$ cat config.mk
export PLATFORM = sky130hd
export DESIGN_NAME = morse_keyed_audio_gate
export DESIGN_NICKNAME = d
export VERILOG_FILES = /design/src/design/mkag_pkg.sv /design/src/design/mkag_ram.sv /design/src/design/morse_keyed_audio_gate.sv
export SDC_FILE = /design/constraint.sdc
export NUM_CORES = 2
export LEC_CHECK = 0
export ABC_CLOCK_PERIOD_IN_PS = 7100
export BUFFER_PORTS_ARGS = -buffer_cell sky130_fd_sc_hd__buf_2
export CORE_ASPECT_RATIO = 1.5
export CORE_MARGIN = 1.5
export CORE_UTILIZATION = 65
export DETAILED_ROUTE_END_ITERATION = 6
export GPL_TIMING_DRIVEN = 0
export PLACE_DENSITY = 0.87
export SLEW_MARGIN = 0
export SYNTH_ARGS = -nofsm -noshare
export SYNTH_HDL_FRONTEND = slang
export SYNTH_SLANG_ARGS = --single-unit
$ cat constraint.sdc
create_clock -name clk -period 7.1 [get_ports clk]
set_clock_uncertainty 0.05 [all_clocks]
set_input_delay 0 -clock clk [delete_from_list [all_inputs] [get_ports clk]]
set_output_delay 0 -clock clk [all_outputs]
set_load 0.01 [all_outputs]
$ cat src/design/mkag_pkg.sv
// Shared types and constants of the Morse keyed audio gate.
// No dependencies; imported by the top level, the symbol RAM user and the checker.
`timescale 1ns / 1ps
`default_nettype none

package mkag_pkg;

	// Field and register widths
	localparam int CMD_W   = 2;
	localparam int SYM_W   = 2;
	localparam int IDX_W   = 8;
	localparam int CNT_W   = 9;
	localparam int UNIT_W  = 20;
	localparam int TIME_W  = 22;
	localparam int LVL_W   = 16;
	localparam int GAIN_W  = 17;
	localparam int CFGI_W  = 2;
	localparam int CFGD_W  = 20;
	localparam int FRAC_W  = 15;

	typedef logic [CMD_W-1:0]  cmd_t;
	typedef logic [SYM_W-1:0]  sym_t;
	typedef logic [IDX_W-1:0]  idx_t;
	typedef logic [CFGI_W-1:0] cfg_idx_t;
	typedef logic [CFGD_W-1:0] cfg_data_t;
	typedef logic [GAIN_W-1:0] gain_t;
	typedef logic [TIME_W-1:0] time_t;

	// Item commands
	localparam cmd_t CMD_SAMPLE  = 2'd0;
	localparam cmd_t CMD_WRITE   = 2'd1;
	localparam cmd_t CMD_SILENCE = 2'd2;

	// Symbol codes
	localparam sym_t SYM_DOT   = 2'd0;
	localparam sym_t SYM_DASH  = 2'd1;
	localparam sym_t SYM_SPACE = 2'd2;

	// Register indexes
	localparam cfg_idx_t REG_FLOOR_GAIN   = 2'd0;
	localparam cfg_idx_t REG_UNIT_SAMPLES = 2'd1;
	localparam cfg_idx_t REG_ENV_STEP     = 2'd2;

	// Q1.15 unity and the round-toward-zero bias
	localparam gain_t UNITY          = 17'd32768;
	localparam int    ROUND_BIAS     = 32767;

	// Register reset values
	localparam logic [LVL_W-1:0]  FLOOR_RESET = 16'd0;
	localparam logic [UNIT_W-1:0] UNIT_RESET  = 20'd4800;
	localparam logic [LVL_W-1:0]  STEP_RESET  = 16'd32768;

endpackage

`default_nettype wire

$ cat src/design/mkag_ram.sv
// Generic single-write, single-read RAM with a registered read port.
// No dependencies; read during write at one address returns the old contents.
`timescale 1ns / 1ps
`default_nettype none

module mkag_ram #(
	parameter int WIDTH = 2,
	parameter int DEPTH = 256,
	localparam int AW = (DEPTH > 1) ? $clog2(DEPTH) : 1
) (
	input  wire logic             clk,
	input  wire logic             we,
	input  wire logic [AW-1:0]    waddr,
	input  wire logic [WIDTH-1:0] wdata,
	input  wire logic [AW-1:0]    raddr,
	output logic      [WIDTH-1:0] rdata
);

	logic [WIDTH-1:0] mem_q [DEPTH];

	// Write port
	always_ff @(posedge clk) begin
		if (we) begin
			mem_q[waddr] <= wdata;
		end
	end

	// Registered read port
	always_ff @(posedge clk) begin
		rdata <= mem_q[raddr];
	end

endmodule

`default_nettype wire

$ cat src/design/morse_keyed_audio_gate.sv
// Top level of the Morse keyed audio gate: pattern sequencer, envelope and gain multiply.
// Depends on mkag_pkg and mkag_ram.
`timescale 1ns / 1ps
`default_nettype none

// The gate takes one item per clock unless stalled, and hands out a gated sample for
// each accepted sample or silence item; write items give no result. The pattern lives
// in a MAX_SYMBOLS x 2 RAM whose read port always fetches the slot the sequencer will
// play next, so a symbol is ready by the time its element starts, and a write that hits
// that slot is forwarded. The element timer and envelope update in the accept cycle,
// one multiply stage follows, then the output register; a waiting result stalls the two
// stages only, so in_ready stays high whenever out_ready is high. Writing symbol_last
// sets the pattern length and restarts it; an empty pattern passes samples unchanged.
// Configuration writes take effect on the next cycle and are expected while idle.
module morse_keyed_audio_gate #(
	parameter int MAX_SYMBOLS = 256,
	parameter int SAMPLE_BITS = 24
) (
	input  wire logic                       clk,
	input  wire logic                       arst_n,
	// Configuration
	input  wire logic                       cfg_we,
	input  wire mkag_pkg::cfg_idx_t         cfg_index,
	input  wire mkag_pkg::cfg_data_t        cfg_data,
	// Input items
	input  wire logic                       in_valid,
	output logic                            in_ready,
	input  wire mkag_pkg::cmd_t             cmd,
	input  wire logic signed [SAMPLE_BITS-1:0] in_sample,
	input  wire mkag_pkg::idx_t             symbol_index,
	input  wire mkag_pkg::sym_t             symbol_code,
	input  wire logic                       symbol_last,
	// Result items
	output logic                            out_valid,
	input  wire logic                       out_ready,
	output logic signed [SAMPLE_BITS-1:0]   out_sample
);

	import mkag_pkg::*;

	localparam int AW = (MAX_SYMBOLS > 1) ? $clog2(MAX_SYMBOLS) : 1;
	localparam int PW = SAMPLE_BITS + GAIN_W + 1;

	// Configuration registers
	logic [LVL_W-1:0]  floor_q;
	logic [UNIT_W-1:0] unit_q;
	logic [LVL_W-1:0]  step_q;

	// Sequencer and envelope state
	logic [CNT_W-1:0] count_q, count_d;
	idx_t             play_q, play_d;
	time_t            elapsed_q, elapsed_d;
	time_t            elen_q, elen_d;
	logic             key_q, key_d;
	logic             gap_q, gap_d;
	gain_t            gain_q, gain_d;

	// Symbol RAM forwarding
	logic             fwd_hit_q, fwd_hit_d;
	sym_t             fwd_code_q;
	sym_t             ram_rdata;
	sym_t             cur_code;
	logic [AW-1:0]    ram_raddr;
	logic [AW-1:0]    ram_waddr;

	// Pipeline
	logic                          s1_valid_q;
	logic signed [SAMPLE_BITS-1:0] sample_s1;
	gain_t                         gain_s1;
	logic                          out_valid_q;
	logic signed [PW-1:0]          prod_s2;
	logic signed [PW-1:0]          rnd;

	logic accept, s1_en, s2_en;
	logic is_sample, is_silence, wr_ok, restart, active, emits;
	time_t unit1, unit3;
	logic [CNT_W-1:0] play_inc;
	gain_t floor_eff, step_eff, env_sum, env_diff;

	// Handshake and stage enables
	assign s2_en    = !out_valid_q || out_ready;
	assign s1_en    = !s1_valid_q || s2_en;
	assign in_ready = s1_en;
	assign accept   = in_valid && in_ready;

	// Item decode
	always_comb begin
		is_sample  = 1'b0;
		is_silence = 1'b0;
		wr_ok      = 1'b0;
		case (cmd)
			CMD_SAMPLE:  is_sample  = accept;
			CMD_SILENCE: is_silence = accept;
			CMD_WRITE:   wr_ok      = accept && (32'(symbol_index) < MAX_SYMBOLS);
			default:     ;
		endcase
	end

	assign restart = is_silence || (wr_ok && symbol_last);
	assign active  = (count_q != '0);
	assign emits   = is_sample || is_silence;

	// Element lengths: zero unit acts as one
	assign unit1    = (unit_q == '0) ? time_t'(1) : time_t'(unit_q);
	assign unit3    = (unit1 << 1) + unit1;
	assign play_inc = CNT_W'(play_q) + CNT_W'(1);
	assign cur_code = fwd_hit_q ? fwd_code_q : ram_rdata;

	// Element sequencer
	always_comb begin
		count_d   = count_q;
		play_d    = play_q;
		elapsed_d = elapsed_q;
		elen_d    = elen_q;
		key_d     = key_q;
		gap_d     = gap_q;
		if (wr_ok && symbol_last) begin
			count_d = CNT_W'(symbol_index) + CNT_W'(1);
		end
		if (restart) begin
			play_d    = '0;
			elapsed_d = '0;
			elen_d    = '0;
			gap_d     = 1'b1;
		end else if (is_sample && active) begin
			if (elapsed_q >= elen_q) begin
				if (gap_q) begin
					play_d = (play_inc >= count_q) ? '0 : play_inc[IDX_W-1:0];
					case (cur_code)
						SYM_DOT: begin
							elen_d = unit1;
							key_d  = 1'b1;
						end
						SYM_DASH: begin
							elen_d = unit3;
							key_d  = 1'b1;
						end
						default: begin
							elen_d = unit1;
							key_d  = 1'b0;
						end
					endcase
					gap_d = 1'b0;
				end else begin
					elen_d = unit1;
					key_d  = 1'b0;
					gap_d  = 1'b1;
				end
				elapsed_d = time_t'(1);
			end else begin
				elapsed_d = elapsed_q + time_t'(1);
			end
		end
	end

	// Envelope ramp, saturating at unity and at the floor
	assign floor_eff = (GAIN_W'(floor_q) > UNITY) ? UNITY : GAIN_W'(floor_q);
	assign step_eff  = GAIN_W'(step_q);
	assign env_sum   = gain_q + step_eff;
	assign env_diff  = gain_q - floor_eff;

	always_comb begin
		gain_d = gain_q;
		if (is_sample && active) begin
			if (key_d) begin
				if (gain_q < UNITY) begin
					gain_d = (env_sum > UNITY) ? UNITY : env_sum;
				end
			end else if (gain_q > floor_eff) begin
				gain_d = (env_diff > step_eff) ? (gain_q - step_eff) : floor_eff;
			end
		end
	end

	// Configuration writes
	always_ff @(posedge clk or negedge arst_n) begin
		if (!arst_n) begin
			floor_q <= FLOOR_RESET;
			unit_q  <= UNIT_RESET;
			step_q  <= STEP_RESET;
		end else if (cfg_we) begin
			unique case (cfg_index)
				REG_FLOOR_GAIN:   floor_q <= cfg_data[LVL_W-1:0];
				REG_UNIT_SAMPLES: unit_q  <= cfg_data[UNIT_W-1:0];
				REG_ENV_STEP:     step_q  <= cfg_data[LVL_W-1:0];
				default:          ;
			endcase
		end
	end

	// Sequencer state
	always_ff @(posedge clk or negedge arst_n) begin
		if (!arst_n) begin
			count_q   <= '0;
			play_q    <= '0;
			elapsed_q <= '0;
			elen_q    <= '0;
			key_q     <= 1'b0;
			gap_q     <= 1'b0;
			gain_q    <= '0;
			fwd_hit_q <= 1'b0;
		end else begin
			count_q   <= count_d;
			play_q    <= play_d;
			elapsed_q <= elapsed_d;
			elen_q    <= elen_d;
			key_q     <= key_d;
			gap_q     <= gap_d;
			gain_q    <= gain_d;
			fwd_hit_q <= fwd_hit_d;
		end
	end

	// Symbol RAM: prefetch the slot to be played next, forward a same-slot write
	assign ram_raddr = AW'(play_d);
	assign ram_waddr = AW'(symbol_index);
	assign fwd_hit_d = wr_ok && (ram_waddr == ram_raddr);

	always_ff @(posedge clk) begin
		fwd_code_q <= symbol_code;
	end

	mkag_ram #(
		.WIDTH(SYM_W),
		.DEPTH(MAX_SYMBOLS)
	) u_sym_ram (
		.clk  (clk),
		.we   (wr_ok),
		.waddr(ram_waddr),
		.wdata(symbol_code),
		.raddr(ram_raddr),
		.rdata(ram_rdata)
	);

	// Stage 1: sample and gain; bypass uses unity, silence uses zero
	always_ff @(posedge clk or negedge arst_n) begin
		if (!arst_n) begin
			s1_valid_q <= 1'b0;
		end else if (s1_en) begin
			s1_valid_q <= emits;
		end
	end

	always_ff @(posedge clk) begin
		if (s1_en && emits) begin
			sample_s1 <= in_sample;
			if (is_silence) begin
				gain_s1 <= '0;
			end else if (active) begin
				gain_s1 <= gain_d;
			end else begin
				gain_s1 <= UNITY;
			end
		end
	end

	// Stage 2: product register feeding the output
	always_ff @(posedge clk or negedge arst_n) begin
		if (!arst_n) begin
			out_valid_q <= 1'b0;
		end else if (s2_en) begin
			out_valid_q <= s1_valid_q;
		end
	end

	always_ff @(posedge clk) begin
		if (s2_en && s1_valid_q) begin
			prod_s2 <= PW'(sample_s1) * $signed({1'b0, gain_s1});
		end
	end

	// Divide by unity with truncation toward zero
	assign rnd        = prod_s2 + (prod_s2[PW-1] ? PW'(ROUND_BIAS) : PW'(0));
	assign out_sample = rnd[SAMPLE_BITS+FRAC_W-1:FRAC_W];
	assign out_valid  = out_valid_q;

endmodule

`default_nettype wire

==> impl_metrics.tcl <==
set metrics [dict create \
    ys_warn_count 0 \
    min_period_ns 8.125 \
    synth_top_family_by_area "adder cells" \
    end_kind "register" \
    status "complete, but fails checks" \
    start_kind "register" \
    fillCellCount 5086 \
    grt_pass1_vias 41570 \
    routabilityCongestion 1.057 \
    ant_nets 0 \
    grt_overflow 0 \
    die_w_um 229.9 \
    pre_cts_slack_ns -1.774 \
    num_io_pins 90 \
    hold_violations 0 \
    synth-seq-area-share_pct 42.38 \
    timing.final.setup_violations 13 \
    grt_max_degree 167 \
    syn_area_per_cell_um2 10.62 \
    fin_ws_ns -1.025 \
    cts_tree "done" \
    cap_viol_max_count 0 \
    rsz0062_at_grt "yes" \
    synth_edf_count 593 \
    area_delta_synth_final_pct 11.87 \
    critical_path.max_fanout 10 \
    syn-cell-area_um2 50200 \
    num_vias 40260 \
    drtPass1Iterations 7 \
    die_h_um 343.3 \
    synth_compound_area_share_pct 6.735 \
    final_cell_mix "nand2_1 (725), edfxtp_1 (593), inv_1 (543)" \
    vias_per_cell 6.605 \
    grt_antenna_before_repair 12 \
    stdcell_count 6095 \
    cts.clk_slew.worst_paths_ns 0.07 \
    dr.first_iter.drc_count 5001 \
    hp-class "in -> reg" \
    maxSlewViolCount 0 \
    synth_simple_gate_area_share_pct 15.91 \
    grt.total_usage_pct 43.38 \
    routedWlPerCell_um 28.10 \
    synth-async-reset-ratio_pct 18.44 \
    numPortBuffers 85 \
    cts_root_buffer "clkbuf_16" \
    crit_required_ns 7.52 \
    grt_pass1_wl_um 249100 \
    wl_um 171300 \
    fin_crit_sh_pct 114.4 \
    ys_seq_elements 732 \
    synth_flop_cell "edfxtp_1" \
    synth_nets 5435 \
    h-tree-depth 3 \
    fmax_mhz 123.1 \
    fin_hold_ws_ns 0.01905 \
    synthXorXnorAreaFrac_pct 2.373 \
    final_nets 5731 \
    die_area_um2 78940 \
    drive_above_1_share_pct 10.61 \
    clock_sinks 732 \
    rows 124 \
    ys_types 103 \
    placedCellCount 5823 \
    slew_headroom_pct 10.11 \
    violations "DRC, setup timing" \
    worstSetupPathType "reg -> reg" \
    core_um2 76330 \
    drc 3 \
    cts_made_buffers 73 \
    synth.area.mux_share_pct 4.048 \
    final_common_cell "nand2_1" \
    start_util_pct 65.76 \
    syn_inst 4725 \
    yosys.area_share.adder_pct 22.16 \
    clk_path_buf_depth 3 \
    register_area_um2 21270 \
    multi_input_comb_area_um2 25990 \
    cp_data_arrival_time_ns 8.54 \
    clock_latency_ns 0.66 \
    worstMarginPinSlew_ns 1.348 \
    hpwl_um 117000 \
]
flip-flops by register name (all words and copies together) (netlist names), 2 cells and up:
signal           flops
count_q              9
prod_s2             40
floor_q             16
sample_s1           24
gain_q              17
step_q              16
unit_q              20
fwd_code_q           2
elapsed_q           22
u_sym_ram.rdata      2
u_sym_ram.mem_q    512
gain_s1             17
play_q               8
elen_q              22
metal layers:
layer  track usage (%)  part of all wire (%)  vias up
met4             44.21                    13       12
met1             42.87                    29    19250
li1                  -                     -    16510
met5                 0                 0.081        -
met3             12.76                    11     1288
met2             71.27                    47     3197
final timing paths:
path / startpoint / to / slack, ns / cells past startpoint
max: sample_s1[10] / prod_s2[38] / -1.03 / 24
min: in_sample[0] / sample_s1[0] / 0.02 / 2
max reg2reg: sample_s1[10] / prod_s2[38] / -1.03 / 24
min reg2reg: elen_q[15] / elen_q[15] / 0.46 / 2
max in group asynchronous: arst_n / count_q[1] / 6.07 / 4
min in group asynchronous: arst_n / unit_q[9] / 0.45 / 3
logic make-up after synthesis:
logic type / after synthesis
flops: 732
simple gates: 1746
fa+ha+maj: 646
compound gates: 493
mux: 185
buf+inv: 787
xor+xnor: 136
cells in the mapped netlist, drive strengths merged, types with 61 or more instances:
master,instances,area (µm²)
nor2,389,1465
and3,61,386.6
mux2,68,773.2
nand3,181,905.9
buf,77,536.8
clkbuf,154,578.1
ha,241,3015
inv,553,2081
edfxtp,593,17810
o21ai,81,405.4
a21oi,122,621.9
xnor2,101,884.6
mux2i,110,1101
dfrtp,130,3253
fa,405,8108
and2,168,1054
nand2,725,2721
worst max-delay path, stage by stage, from the launching register on:
cell and delay (ns):
edfxtp_1 0.50, clkbuf_4 0.33, nand2_1 0.15, fa_1 0.52, fa_1 0.49, fa_1 0.86
inv_1 0.16, fa_2 0.44, fa_1 0.54, inv_2 0.05, fa_1 0.53, inv_2 0.05
ha_4 0.26, buf_4 0.13, and3_1 0.31, nand2_1 0.15, o31ai_4 0.76, a221oi_4 0.18
o21a_1 0.27, o21a_1 0.24, a21oi_2 0.22, a211oi_2 0.09, buf_4 0.16, a21oi_2 0.19
xor2_2 0.27
cell type report:
cell class	instances	share of cell area, %
antenna	9	0.04011
buffer	226	2.266
clock buffer	89	3.454
clock inverter	43	0.8601
inverter	556	3.737
multi-input combinational	3206	46.28
sequential	732	37.88
tap	1008	2.246
timing repair buffer	226	3.238
stage by stage:
stage               instance area (µm²)  util [%]  setup TNS [ns]
global placement                  51880     67.97          -9.382
floorplan                         50200         -               0
detailed placement                52020     68.15          -10.87
global route                      56130     73.53          -5.407
CTS                               55790     73.08               0
finish                            56150     73.56          -5.491
repair_timing:
action | CTS | global route
gates resized for setup | 85 | 105
pin swaps | 11 | 21
hold buffers | 79 | 0
cloned | 1 | 0
setup endpoints to repair | 17 | 9
buffers inserted | 37 | 19
hold endpoints to repair | 429 | 0
Power is not shown: default switching activity piles up to over one toggle a cycle in this logic, so the estimate is an artifact.
